$ cat src/rtl/prse_pkg.sv
// Shared types, widths and constants of the pulse rate and SpO2 estimator.
package prse_pkg;

    localparam int SAMPLE_W     = 16;
    localparam int DIVISOR_W    = 8;
    localparam int LIMIT_W      = 16;
    localparam int CFG_DATA_W   = 32;
    localparam int APB_ADDR_W   = 3;

    localparam int RATE_W       = 11;
    localparam int INTERVAL_W   = 21;
    localparam int TOTAL_W      = 16;
    localparam int OXY_W        = 7;
    localparam int POS_W        = 11;
    localparam int SINCE_W      = 16;

    localparam int S_TDATA_W    = 48;
    localparam int M_TDATA_W    = 56;

    // Shared divider: the widest dividend is 2047 beats times RATE_SCALE.
    localparam int DIV_NUM_W    = 24;
    localparam int DIV_DEN_W    = 16;

    localparam int OXY_NUM_W    = 21;
    localparam int RATE_NUM_W   = 23;
    localparam int RATE_MUL_W   = 15;

    localparam int WINDOW_LENGTH_DEF = 1500;

    localparam logic [DIVISOR_W-1:0] DIVISOR_RST = 8'd2;
    localparam logic [LIMIT_W-1:0]   LIMIT_RST   = 16'd255;

    // Register index, taken from address bit 2.
    localparam logic REG_DIVISOR = 1'b0;
    localparam logic REG_LIMIT   = 1'b1;

    localparam logic [POS_W-1:0] POS_QUARTER = 11'd250;
    localparam logic [POS_W-1:0] POS_THIRD   = 11'd500;
    localparam logic [POS_W-1:0] POS_TWO_THIRDS = 11'd1000;

    localparam int MUL_QUARTER     = 12;
    localparam int MUL_THIRD       = 6;
    localparam int MUL_TWO_THIRDS  = 3;
    // Beats per minute times samples per window: 60 s at 50 samples per second.
    localparam int RATE_SCALE      = 3000;
    localparam int MS_PER_SAMPLE   = 20;
    localparam int OXY_SCALE       = 25;
    localparam int OXY_BASE        = 105;
    localparam int OXY_MAX         = 99;

    typedef enum logic [2:0] {
        ST_IDLE,
        ST_EVAL,
        ST_LOAD,
        ST_DIV,
        ST_DONE
    } prse_state_t;

    typedef enum logic [1:0] {
        OP_THRESHOLD,
        OP_OXYGEN,
        OP_RATE
    } prse_op_t;

    function automatic logic [RATE_W-1:0] sat_rate(input logic [DIV_NUM_W-1:0] v);
        logic [RATE_W-1:0] r;
        if (v > DIV_NUM_W'({RATE_W{1'b1}})) begin
            r = '1;
        end else begin
            r = v[RATE_W-1:0];
        end
        return r;
    endfunction

endpackage

$ cat src/rtl/pulse_rate_spo2_estimator.sv
// Top level of the pulse rate and SpO2 estimator: stream ports, registers and sequencer.
//
// One 50 Hz sample is taken per input word and exactly one result word is returned for it.
// The sample is evaluated in the EVAL state; the divisions it needs (peak over threshold
// divisor on a new peak, the SpO2 ratio on a new peak with nonzero IR, and the window
// rate at the end of the window) then run one after another on a single shared
// restoring divider that gives one quotient bit per cycle. From 0 to 3 divisions run
// per word, and s_tready stays low from acceptance until the result word is handed
// over. A finished result waits in the output register while the next sample is
// accepted. The threshold divisor lies at byte address 0 and the beat count limit at
// address 4; write them only while idle.
module pulse_rate_spo2_estimator #(
    parameter int WINDOW_LENGTH = prse_pkg::WINDOW_LENGTH_DEF
) (
    input  logic                            aclk,
    input  logic                            aresetn,
    // APB configuration port
    input  logic                            psel,
    input  logic                            penable,
    input  logic                            pwrite,
    input  logic [prse_pkg::APB_ADDR_W-1:0] paddr,
    input  logic [prse_pkg::CFG_DATA_W-1:0] pwdata,
    output logic [prse_pkg::CFG_DATA_W-1:0] prdata,
    output logic                            pready,
    // Sample stream
    input  logic                            s_tvalid,
    output logic                            s_tready,
    // ir_level [15:0], red_smooth [31:16], ir_smooth [47:32]
    input  logic [prse_pkg::S_TDATA_W-1:0]  s_tdata,
    // sample_valid [0]
    input  logic                            s_tuser,
    // Result stream
    output logic                            m_tvalid,
    input  logic                            m_tready,
    // heart_rate_bpm [10:0], beat_interval_ms [31:11], beat_total [47:32],
    // oxygen_percent [54:48], zero [55]
    output logic [prse_pkg::M_TDATA_W-1:0]  m_tdata,
    // beat_seen [0]
    output logic                            m_tuser
);
    import prse_pkg::*;

    prse_state_t state_reg, state_next;

    logic [DIVISOR_W-1:0]  divisor_cfg_reg;
    logic [LIMIT_W-1:0]    limit_cfg_reg;
    logic                  cfg_we;

    logic                  valid_in_reg, valid_in_next;
    logic [SAMPLE_W-1:0]   ir_reg, ir_next;
    logic [SAMPLE_W-1:0]   red_reg, red_next;
    logic [SAMPLE_W-1:0]   irs_reg, irs_next;

    logic [SAMPLE_W-1:0]   peak_reg, peak_next;
    logic [SAMPLE_W-1:0]   thr_reg, thr_next;
    logic [RATE_W-1:0]     wbeats_reg, wbeats_next;
    logic [POS_W-1:0]      wpos_reg, wpos_next;
    logic [SINCE_W-1:0]    since_reg, since_next;
    logic [TOTAL_W-1:0]    total_reg, total_next;
    logic [RATE_W-1:0]     rate_reg, rate_next;
    logic [INTERVAL_W-1:0] interval_reg, interval_next;
    logic [OXY_W-1:0]      oxy_reg, oxy_next;
    logic                  beat_reg, beat_next;

    logic                  need_thr_reg, need_thr_next;
    logic                  need_oxy_reg, need_oxy_next;
    logic                  need_rate_reg, need_rate_next;
    logic [RATE_NUM_W-1:0] rate_num_reg, rate_num_next;

    logic                  m_tvalid_reg, m_tvalid_next;
    logic [M_TDATA_W-1:0]  m_tdata_reg, m_tdata_next;
    logic                  m_tuser_reg, m_tuser_next;

    prse_op_t              cur_op;
    logic                  div_start;
    logic [DIV_NUM_W-1:0]  div_dividend;
    logic [DIV_DEN_W-1:0]  div_divisor;
    logic                  div_done;
    logic [DIV_NUM_W-1:0]  div_quotient;
    logic [OXY_NUM_W-1:0]  oxy_num;

    // Configuration registers
    assign cfg_we = psel && penable && pwrite;
    assign pready = 1'b1;
    assign prdata = (paddr[2] == REG_LIMIT) ? CFG_DATA_W'(limit_cfg_reg)
                                            : CFG_DATA_W'(divisor_cfg_reg);

    always_ff @(posedge aclk) begin
        if (!aresetn) begin
            divisor_cfg_reg <= DIVISOR_RST;
            limit_cfg_reg   <= LIMIT_RST;
        end else if (cfg_we) begin
            if (paddr[2] == REG_LIMIT) begin
                limit_cfg_reg <= pwdata[LIMIT_W-1:0];
            end else begin
                divisor_cfg_reg <= pwdata[DIVISOR_W-1:0];
            end
        end
    end

    // Divider operand selection; the threshold goes first, then SpO2, then the rate.
    assign oxy_num = OXY_NUM_W'(red_reg) * OXY_NUM_W'(OXY_SCALE)
                   + OXY_NUM_W'(irs_reg) - OXY_NUM_W'(1);

    always_comb begin
        if (need_thr_reg) begin
            cur_op = OP_THRESHOLD;
        end else if (need_oxy_reg) begin
            cur_op = OP_OXYGEN;
        end else begin
            cur_op = OP_RATE;
        end
        case (cur_op)
            OP_THRESHOLD: begin
                div_dividend = DIV_NUM_W'(ir_reg);
                div_divisor  = (divisor_cfg_reg == '0) ? DIV_DEN_W'(1)
                                                       : DIV_DEN_W'(divisor_cfg_reg);
            end
            OP_OXYGEN: begin
                div_dividend = DIV_NUM_W'(oxy_num);
                div_divisor  = DIV_DEN_W'(irs_reg);
            end
            default: begin
                div_dividend = DIV_NUM_W'(rate_num_reg);
                div_divisor  = DIV_DEN_W'(WINDOW_LENGTH);
            end
        endcase
    end

    assign div_start = (state_reg == ST_LOAD);

    prse_divider u_div (
        .aclk     (aclk),
        .aresetn  (aresetn),
        .start    (div_start),
        .dividend (div_dividend),
        .divisor  (div_divisor),
        .done     (div_done),
        .quotient (div_quotient)
    );

    // Sequencer and sample evaluation
    always_comb begin
        logic                  new_peak;
        logic                  beat;
        logic [RATE_W-1:0]     wb_new;
        logic [RATE_MUL_W-1:0] prod;
        logic [OXY_W-1:0]      oxy_val;

        state_next     = state_reg;
        valid_in_next  = valid_in_reg;
        ir_next        = ir_reg;
        red_next       = red_reg;
        irs_next       = irs_reg;
        peak_next      = peak_reg;
        thr_next       = thr_reg;
        wbeats_next    = wbeats_reg;
        wpos_next      = wpos_reg;
        since_next     = since_reg;
        total_next     = total_reg;
        rate_next      = rate_reg;
        interval_next  = interval_reg;
        oxy_next       = oxy_reg;
        beat_next      = beat_reg;
        need_thr_next  = need_thr_reg;
        need_oxy_next  = need_oxy_reg;
        need_rate_next = need_rate_reg;
        rate_num_next  = rate_num_reg;
        m_tvalid_next  = m_tvalid_reg && !m_tready;
        m_tdata_next   = m_tdata_reg;
        m_tuser_next   = m_tuser_reg;

        new_peak = peak_reg < ir_reg;
        beat     = !new_peak && (ir_reg < thr_reg);
        wb_new   = (beat && (wbeats_reg != '1)) ? wbeats_reg + RATE_W'(1) : wbeats_reg;
        prod     = '0;
        oxy_val  = '0;

        case (state_reg)
            ST_IDLE: begin
                if (s_tvalid) begin
                    valid_in_next = s_tuser;
                    ir_next       = s_tdata[SAMPLE_W-1:0];
                    red_next      = s_tdata[2*SAMPLE_W-1:SAMPLE_W];
                    irs_next      = s_tdata[3*SAMPLE_W-1:2*SAMPLE_W];
                    state_next    = ST_EVAL;
                end
            end
            ST_EVAL: begin
                need_thr_next  = 1'b0;
                need_oxy_next  = 1'b0;
                need_rate_next = 1'b0;
                if (!valid_in_reg) begin
                    // An invalid sample clears the whole tracking state.
                    peak_next     = '0;
                    thr_next      = '0;
                    wbeats_next   = '0;
                    wpos_next     = '0;
                    since_next    = '0;
                    total_next    = '0;
                    rate_next     = '0;
                    interval_next = '0;
                    oxy_next      = '0;
                    beat_next     = 1'b0;
                    state_next    = ST_DONE;
                end else begin
                    beat_next = beat;
                    if (new_peak) begin
                        peak_next     = ir_reg;
                        need_thr_next = 1'b1;
                        if (irs_reg == '0) begin
                            oxy_next = '0;
                        end else begin
                            need_oxy_next = 1'b1;
                        end
                    end else if (beat) begin
                        peak_next     = '0;
                        total_next    = (total_reg >= limit_cfg_reg) ? '0
                                                                     : total_reg + TOTAL_W'(1);
                        interval_next = INTERVAL_W'(since_reg) * INTERVAL_W'(MS_PER_SAMPLE);
                    end
                    if (beat) begin
                        since_next = SINCE_W'(1);
                    end else if (since_reg != '1) begin
                        since_next = since_reg + SINCE_W'(1);
                    end
                    wbeats_next = wb_new;

                    if (wpos_reg == POS_QUARTER) begin
                        prod      = RATE_MUL_W'(wb_new) * RATE_MUL_W'(MUL_QUARTER);
                        rate_next = sat_rate(DIV_NUM_W'(prod));
                        wpos_next = wpos_reg + POS_W'(1);
                    end else if (wpos_reg == POS_THIRD) begin
                        prod      = RATE_MUL_W'(wb_new) * RATE_MUL_W'(MUL_THIRD);
                        rate_next = sat_rate(DIV_NUM_W'(prod));
                        wpos_next = wpos_reg + POS_W'(1);
                    end else if (wpos_reg == POS_TWO_THIRDS) begin
                        prod      = RATE_MUL_W'(wb_new) * RATE_MUL_W'(MUL_TWO_THIRDS);
                        rate_next = sat_rate(DIV_NUM_W'(prod));
                        wpos_next = wpos_reg + POS_W'(1);
                    end else if (wpos_reg >= POS_W'(WINDOW_LENGTH)) begin
                        // Window end: the rate comes from the divider, the window restarts.
                        rate_num_next  = RATE_NUM_W'(wb_new) * RATE_NUM_W'(RATE_SCALE);
                        need_rate_next = 1'b1;
                        wbeats_next    = '0;
                        wpos_next      = '0;
                    end else begin
                        wpos_next = wpos_reg + POS_W'(1);
                    end

                    if (new_peak || (wpos_reg >= POS_W'(WINDOW_LENGTH)
                            && wpos_reg != POS_QUARTER && wpos_reg != POS_THIRD
                            && wpos_reg != POS_TWO_THIRDS)) begin
                        state_next = ST_LOAD;
                    end else begin
                        state_next = ST_DONE;
                    end
                end
            end
            ST_LOAD: begin
                state_next = ST_DIV;
            end
            ST_DIV: begin
                if (div_done) begin
                    case (cur_op)
                        OP_THRESHOLD: begin
                            thr_next      = div_quotient[SAMPLE_W-1:0];
                            need_thr_next = 1'b0;
                        end
                        OP_OXYGEN: begin
                            if (div_quotient >= DIV_NUM_W'(OXY_BASE)) begin
                                oxy_next = '0;
                            end else begin
                                oxy_val  = OXY_W'(OXY_BASE) - div_quotient[OXY_W-1:0];
                                oxy_next = (oxy_val > OXY_W'(OXY_MAX)) ? OXY_W'(OXY_MAX)
                                                                       : oxy_val;
                            end
                            need_oxy_next = 1'b0;
                        end
                        default: begin
                            rate_next      = sat_rate(div_quotient);
                            need_rate_next = 1'b0;
                        end
                    endcase
                    if (need_thr_next || need_oxy_next || need_rate_next) begin
                        state_next = ST_LOAD;
                    end else begin
                        state_next = ST_DONE;
                    end
                end
            end
            ST_DONE: begin
                // Hand the word over once the output register is free.
                if (!m_tvalid_reg || m_tready) begin
                    m_tvalid_next = 1'b1;
                    m_tdata_next  = {1'b0, oxy_reg, total_reg, interval_reg, rate_reg};
                    m_tuser_next  = beat_reg;
                    state_next    = ST_IDLE;
                end
            end
            default: begin
                state_next = ST_IDLE;
            end
        endcase
    end

    always_ff @(posedge aclk) begin
        if (!aresetn) begin
            state_reg     <= ST_IDLE;
            peak_reg      <= '0;
            thr_reg       <= '0;
            wbeats_reg    <= '0;
            wpos_reg      <= '0;
            since_reg     <= '0;
            total_reg     <= '0;
            rate_reg      <= '0;
            interval_reg  <= '0;
            oxy_reg       <= '0;
            beat_reg      <= 1'b0;
            need_thr_reg  <= 1'b0;
            need_oxy_reg  <= 1'b0;
            need_rate_reg <= 1'b0;
            m_tvalid_reg  <= 1'b0;
        end else begin
            state_reg     <= state_next;
            peak_reg      <= peak_next;
            thr_reg       <= thr_next;
            wbeats_reg    <= wbeats_next;
            wpos_reg      <= wpos_next;
            since_reg     <= since_next;
            total_reg     <= total_next;
            rate_reg      <= rate_next;
            interval_reg  <= interval_next;
            oxy_reg       <= oxy_next;
            beat_reg      <= beat_next;
            need_thr_reg  <= need_thr_next;
            need_oxy_reg  <= need_oxy_next;
            need_rate_reg <= need_rate_next;
            m_tvalid_reg  <= m_tvalid_next;
        end
        valid_in_reg <= valid_in_next;
        ir_reg       <= ir_next;
        red_reg      <= red_next;
        irs_reg      <= irs_next;
        rate_num_reg <= rate_num_next;
        m_tdata_reg  <= m_tdata_next;
        m_tuser_reg  <= m_tuser_next;
    end

    assign s_tready = (state_reg == ST_IDLE);
    assign m_tvalid = m_tvalid_reg;
    assign m_tdata  = m_tdata_reg;
    assign m_tuser  = m_tuser_reg;

endmodule

$ cat src/rtl/prse_divider.sv
// Restoring divider that produces one quotient bit per clock cycle.
module prse_divider (
    input  logic                           aclk,
    input  logic                           aresetn,
    input  logic                           start,
    input  logic [prse_pkg::DIV_NUM_W-1:0] dividend,
    input  logic [prse_pkg::DIV_DEN_W-1:0] divisor,
    output logic                           done,
    output logic [prse_pkg::DIV_NUM_W-1:0] quotient
);
    import prse_pkg::*;

    localparam int CNT_W = $clog2(DIV_NUM_W + 1);

    logic                 busy_reg, busy_next;
    logic                 done_reg, done_next;
    logic [CNT_W-1:0]     cnt_reg, cnt_next;
    logic [DIV_NUM_W-1:0] quo_reg, quo_next;
    logic [DIV_DEN_W-1:0] rem_reg, rem_next;
    logic [DIV_DEN_W-1:0] den_reg, den_next;

    logic [DIV_DEN_W:0]   rem_shift;
    logic [DIV_DEN_W:0]   rem_diff;
    logic                 fits;

    assign rem_shift = {rem_reg, quo_reg[DIV_NUM_W-1]};
    assign rem_diff  = rem_shift - {1'b0, den_reg};
    assign fits      = rem_shift >= {1'b0, den_reg};

    always_comb begin
        busy_next = busy_reg;
        done_next = 1'b0;
        cnt_next  = cnt_reg;
        quo_next  = quo_reg;
        rem_next  = rem_reg;
        den_next  = den_reg;
        if (start) begin
            busy_next = 1'b1;
            cnt_next  = CNT_W'(DIV_NUM_W);
            quo_next  = dividend;
            rem_next  = '0;
            den_next  = divisor;
        end else if (busy_reg) begin
            quo_next = {quo_reg[DIV_NUM_W-2:0], fits};
            rem_next = fits ? rem_diff[DIV_DEN_W-1:0] : rem_shift[DIV_DEN_W-1:0];
            cnt_next = cnt_reg - CNT_W'(1);
            if (cnt_reg == CNT_W'(1)) begin
                busy_next = 1'b0;
                done_next = 1'b1;
            end
        end
    end

    always_ff @(posedge aclk) begin
        if (!aresetn) begin
            busy_reg <= 1'b0;
            done_reg <= 1'b0;
            cnt_reg  <= '0;
        end else begin
            busy_reg <= busy_next;
            done_reg <= done_next;
            cnt_reg  <= cnt_next;
        end
        quo_reg <= quo_next;
        rem_reg <= rem_next;
        den_reg <= den_next;
    end

    assign done     = done_reg;
    assign quotient = quo_reg;

endmodule

$ cat config.mk
export PLATFORM = sky130hd
export DESIGN_NAME = pulse_rate_spo2_estimator
export DESIGN_NICKNAME = d
export VERILOG_FILES = /design/src/rtl/prse_pkg.sv /design/src/rtl/pulse_rate_spo2_estimator.sv /design/src/rtl/prse_divider.sv
export SDC_FILE = /design/constraint.sdc
export NUM_CORES = 1
export LEC_CHECK = 0
export ABC_AREA = 1
export BUFFER_PORTS_ARGS = -buffer_cell sky130_fd_sc_hd__buf_4
export CORE_MARGIN = 10
export CORE_UTILIZATION = 55
export CTS_CLUSTER_DIAMETER = 30
export CTS_CLUSTER_SIZE = 30
export DETAILED_ROUTE_END_ITERATION = 10
export MAX_ROUTING_LAYER = met4
export PLACE_DENSITY = 0.74
export SYNTH_ARGS = -nofsm -noshare
export SYNTH_HDL_FRONTEND = slang
export SYNTH_HIERARCHICAL = 1
export SYNTH_SLANG_ARGS = --single-unit
export TNS_END_PERCENT = 1
$ cat constraint.sdc
create_clock -name aclk -period 7.7 [get_ports aclk]
set_input_delay 1.155 -clock aclk [delete_from_list [all_inputs] [get_ports aclk]]
set_output_delay 1.155 -clock aclk [all_outputs]
set_load 0.005 [all_outputs]
==> results.sh <==
export IMPL_nNetsFinal=3271
export IMPL_yosysMostFrequentCell="nand2_1"
export IMPL_tritoncts="done"
export IMPL_power_density_cell_area_nw_per_um2=263
export IMPL_synth_cells=2707
export IMPL_power_share_clock_pct=45.4
export IMPL_drv_max_cap_violation_count=0
export IMPL_postSynth_asyncResetShare_pct=0
export IMPL_cts_sink_count=341
export IMPL_post_synth_cell_area_avg_um2=8.26
export IMPL_number_of_global_route_vias_before_repair=18800
export IMPL_switching_power_uw=2190
export IMPL_die_width_um=222
export IMPL_grt_pass1_wl_um=92700
export IMPL_finish_instance_area_um2=26500
export IMPL_crit_path_top_delay_cell="fa_1"
export IMPL_detail_route_wirelength_um=56300
export IMPL_critical_path_source_type="flop"
export IMPL_grt_setup_unrepaired="no"
export IMPL_worstSkewPairLatency_ns=0.60
export IMPL_post_route_non_filler_standard_cell_count=3478
export IMPL_timing_final_crit_share_pct=92.4
export IMPL_dr_pass1_iters=5
export IMPL_crit_path_dat_ns=7.45
export IMPL_detailroute_via_count=18700
export IMPL_grt_ovfl_total=0
export IMPL_dpl_hpwl_um=41500
export IMPL_drc=0
export IMPL_vias_per_cell=5.38
export IMPL_grt_max_degree=74
export IMPL_number_of_antenna_violations_at_the_first_check_in_global_routing=1
export IMPL_grt_use_total_pct=23.2
export IMPL_root_buffer="clkbuf_16"
export IMPL_numPortBuffers=144
export IMPL_largest_fanout_on_the_critical_path=8
export IMPL_yosys_area_top_type_share_pct=21.9
export IMPL_run_status="finished, final reports clean"
export IMPL_timing_hold_worst_path_depth=0
export IMPL_cts_max_path_buffers=3
export IMPL_yosys_warnings=6
export IMPL_total_cts_buffers=75
export IMPL_worst_hold_startpoint="interval_reg[15]"
export IMPL_r2r_start="ir_reg[7]"
export IMPL_cts_htree_levels=3
export IMPL_timing_max_transition_violations_final=0
export IMPL_timing_critical_path_required_ns=8.04
export IMPL_timing_worst_slew_pin_value_ns=1.31
export IMPL_detail_route_antenna_nets=0
export IMPL_path_clk_slew_ns=0.05
export IMPL_die_area_um2=49100
export IMPL_internal_power_uw=4780
export IMPL_synth_seq_cells=341
export IMPL_hold_path_end="m_tdata[26]"
export IMPL_synth_to_final_area_change_pct=18.5
export IMPL_ir_worst_vdd_uv=171
export IMPL_comb_power_share_pct=24.0
export IMPL_synthTopCellsByArea="edfxtp_1 22%, dfxtp_1 16%, ha_1 12%"
export IMPL_initial_utilization_pct=55.9
export IMPL_cp_common_cell="nand2_1"
export IMPL_fill_cells=3217
export IMPL_endpoint_type_of_the_worst_setup_path="flop"
export IMPL_postSynth_topFlopCell="dfxtp_1"
export IMPL_timing_reg2reg_worst_path_depth=39
export IMPL_largest_register_ffs=53
export IMPL_io_pins=183
export IMPL_number_of_placed_instances_taps_included=3332
export IMPL_setup_violations_final=0
export IMPL_timing_final_crit_period_ns=7.11
export IMPL_core_region_area_um2=40000
export IMPL_swShare_pct=31.4
export IMPL_fin_skew_ns=0.0294
export IMPL_hold_path_class="flop to flop"
export IMPL_count_of_flip_flops_with_a_built_in_enable_after_synthesis=163
export IMPL_synth_largest_area_cell="edfxtp_1"
export IMPL_worst_setup_path_type="flop to flop"
export IMPL_die_h_um=222
export IMPL_report_final_hold_viol_count=0
export IMPL_worst_case_headroom_to_the_max_slew_limit_pct=12.4
export IMPL_total_leakage_power_uw=0.0126
export IMPL_dr_first_iter_drc_count=1433
export IMPL_critPathMaxStageDelay_ns=0.55
export IMPL_max_freq_mhz=141
export IMPL_share_seq_of_total_power_pct=30.6
export IMPL_commonest_cells_in_the_synthesized_netlist="560 x nand2_1, 503 x inv_1, 219 x ha_1"
export IMPL_r2r_end="rate_num_reg[21]"
export IMPL_tns_ns=0
export IMPL_core_rowCount=73
export IMPL_critPathLaunch="ir_reg[7]"
export IMPL_post_synthesis_cell_area_um2=22400
export IMPL_routedWlPerCell_um=16.2
export IMPL_synth_yosys_seq_area_share_pct=37.8
export IMPL_layout_drive_gt1_share_pct=12.7
export IMPL_place_area_um2=23900
export IMPL_synth_cell_type_count=65
export IMPL_reg2reg_slack_ns=0.59
export IMPL_place_gp_congestion=0.919
## cells in the final DEF (no fill, tap or decap), types with 9 or more instances in the layout
master / instances
conb_1: 21
xor2_1: 49
dfxtp_1: 178
a22oi_1: 17
a31oi_1: 12
nor3_1: 36
fa_1: 73
a211oi_1: 21
nand3_1: 96
ha_1: 219
nand4_1: 24
or2_2: 13
xnor2_1: 15
clkbuf_16: 78
inv_1: 500
inv_2: 11
nand2_2: 28
nand3b_1: 19
o21ai_0: 119
buf_4: 162
edfxtp_1: 163
clkinv_2: 10
clkbuf_1: 10
clkinv_4: 12
nor4_1: 15
o22ai_1: 9
o21bai_1: 9
a21oi_1: 208
nor2_1: 151
nand2_1: 559
## worst max path at each step
stage                             to  slack [ns]  cells after the start
finish              rate_num_reg[21]        0.59                     39
global placement    rate_num_reg[21]        0.73                     41
floorplan           rate_num_reg[21]        1.32                     36
detailed placement  rate_num_reg[21]        0.57                     41
CTS                 rate_num_reg[21]        0.52                     41
global route        rate_num_reg[22]        0.02                     42
## worst max-delay path, delay by kind of cell (launching register included)
| kind | cells | cell delay, ns |
|---|---|---|
| XOR/XNOR | 2 | 0.52 |
| AND/OR/NAND/NOR | 17 | 1.64 |
| buffers and inverters | 7 | 0.75 |
| flip-flops | 1 | 0.42 |
| AO/OA/AOI/OAI | 7 | 0.94 |
| adder cells (fa/ha/maj) | 6 | 2.58 |
## repair_timing
item                       4_1_cts  5_1_grt
setup buffers                    0        4
hold buffers                     0        0
setup endpoints to repair        0        2
gates resized for setup          0        7
## stage by stage
| step | setup slack (ns) | util [%] | total power, µW | hold WS [ns] |
|---|---|---|---|---|
| finish | 0.588 | 66.2 | 6970 | 0.424 |
| global route | 0.0226 | 66.2 | 7380 | 0.439 |
| CTS | 0.515 | 66.1 | 7000 | 0.427 |
| detailed placement | 0.572 | 59.7 | 3810 | 0.415 |
| global placement | 0.729 | 59.7 | 3760 | 0.415 |
| floorplan | 1.32 | - | 3400 | 0.403 |
## logic make-up (layout without fill, tap and decap cells)
kind of cell / Yosys count / count (layout) / share of synthesized area, %
other cells: 2 / 24 / 0.0336
compound gates: 441 / 441 / 11.2
fa+ha+maj: 292 / 292 / 18.8
simple gates: 972 / 972 / 19.0
flops: 341 / 341 / 37.8
buf+inv: 594 / 818 / 10.6
xor+xnor: 65 / 65 / 2.55
## area by class of cell
class	instances	area, µm²	share of cell area, %
Multi-Input combinational cell	1791	11700	44.0
Sequential cell	341	8460	31.9
Clock buffer	95	2090	7.88
Inverter	517	1940	7.33
Timing Repair Buffer	162	1220	4.59
Tap cell	525	657	2.48
Clock inverter	44	463	1.75
Antenna cell	3	7.51	0.0283
## layer usage
metal	global-route usage, %	wire, µm	vias to the layer above
met1	27.5	23000	8790
met4	9.99	1840	0
li1	-	-	9165
met2	38.0	27200	634
met3	4.55	4250	118
met5	-	0	-
## power groups by stage
stage          registers [µW]  logic [µW]  clock network [µW]
2_1_floorplan            2130        1270                   0
3_3_place_gp             2150        1600                   0
3_5_place_dp             2160        1650                   0
4_1_cts                  2130        1670                3200
5_1_grt                  2140        1930                3310
6_report                 2130        1670                3160
(Power assumes the default switching activity.)
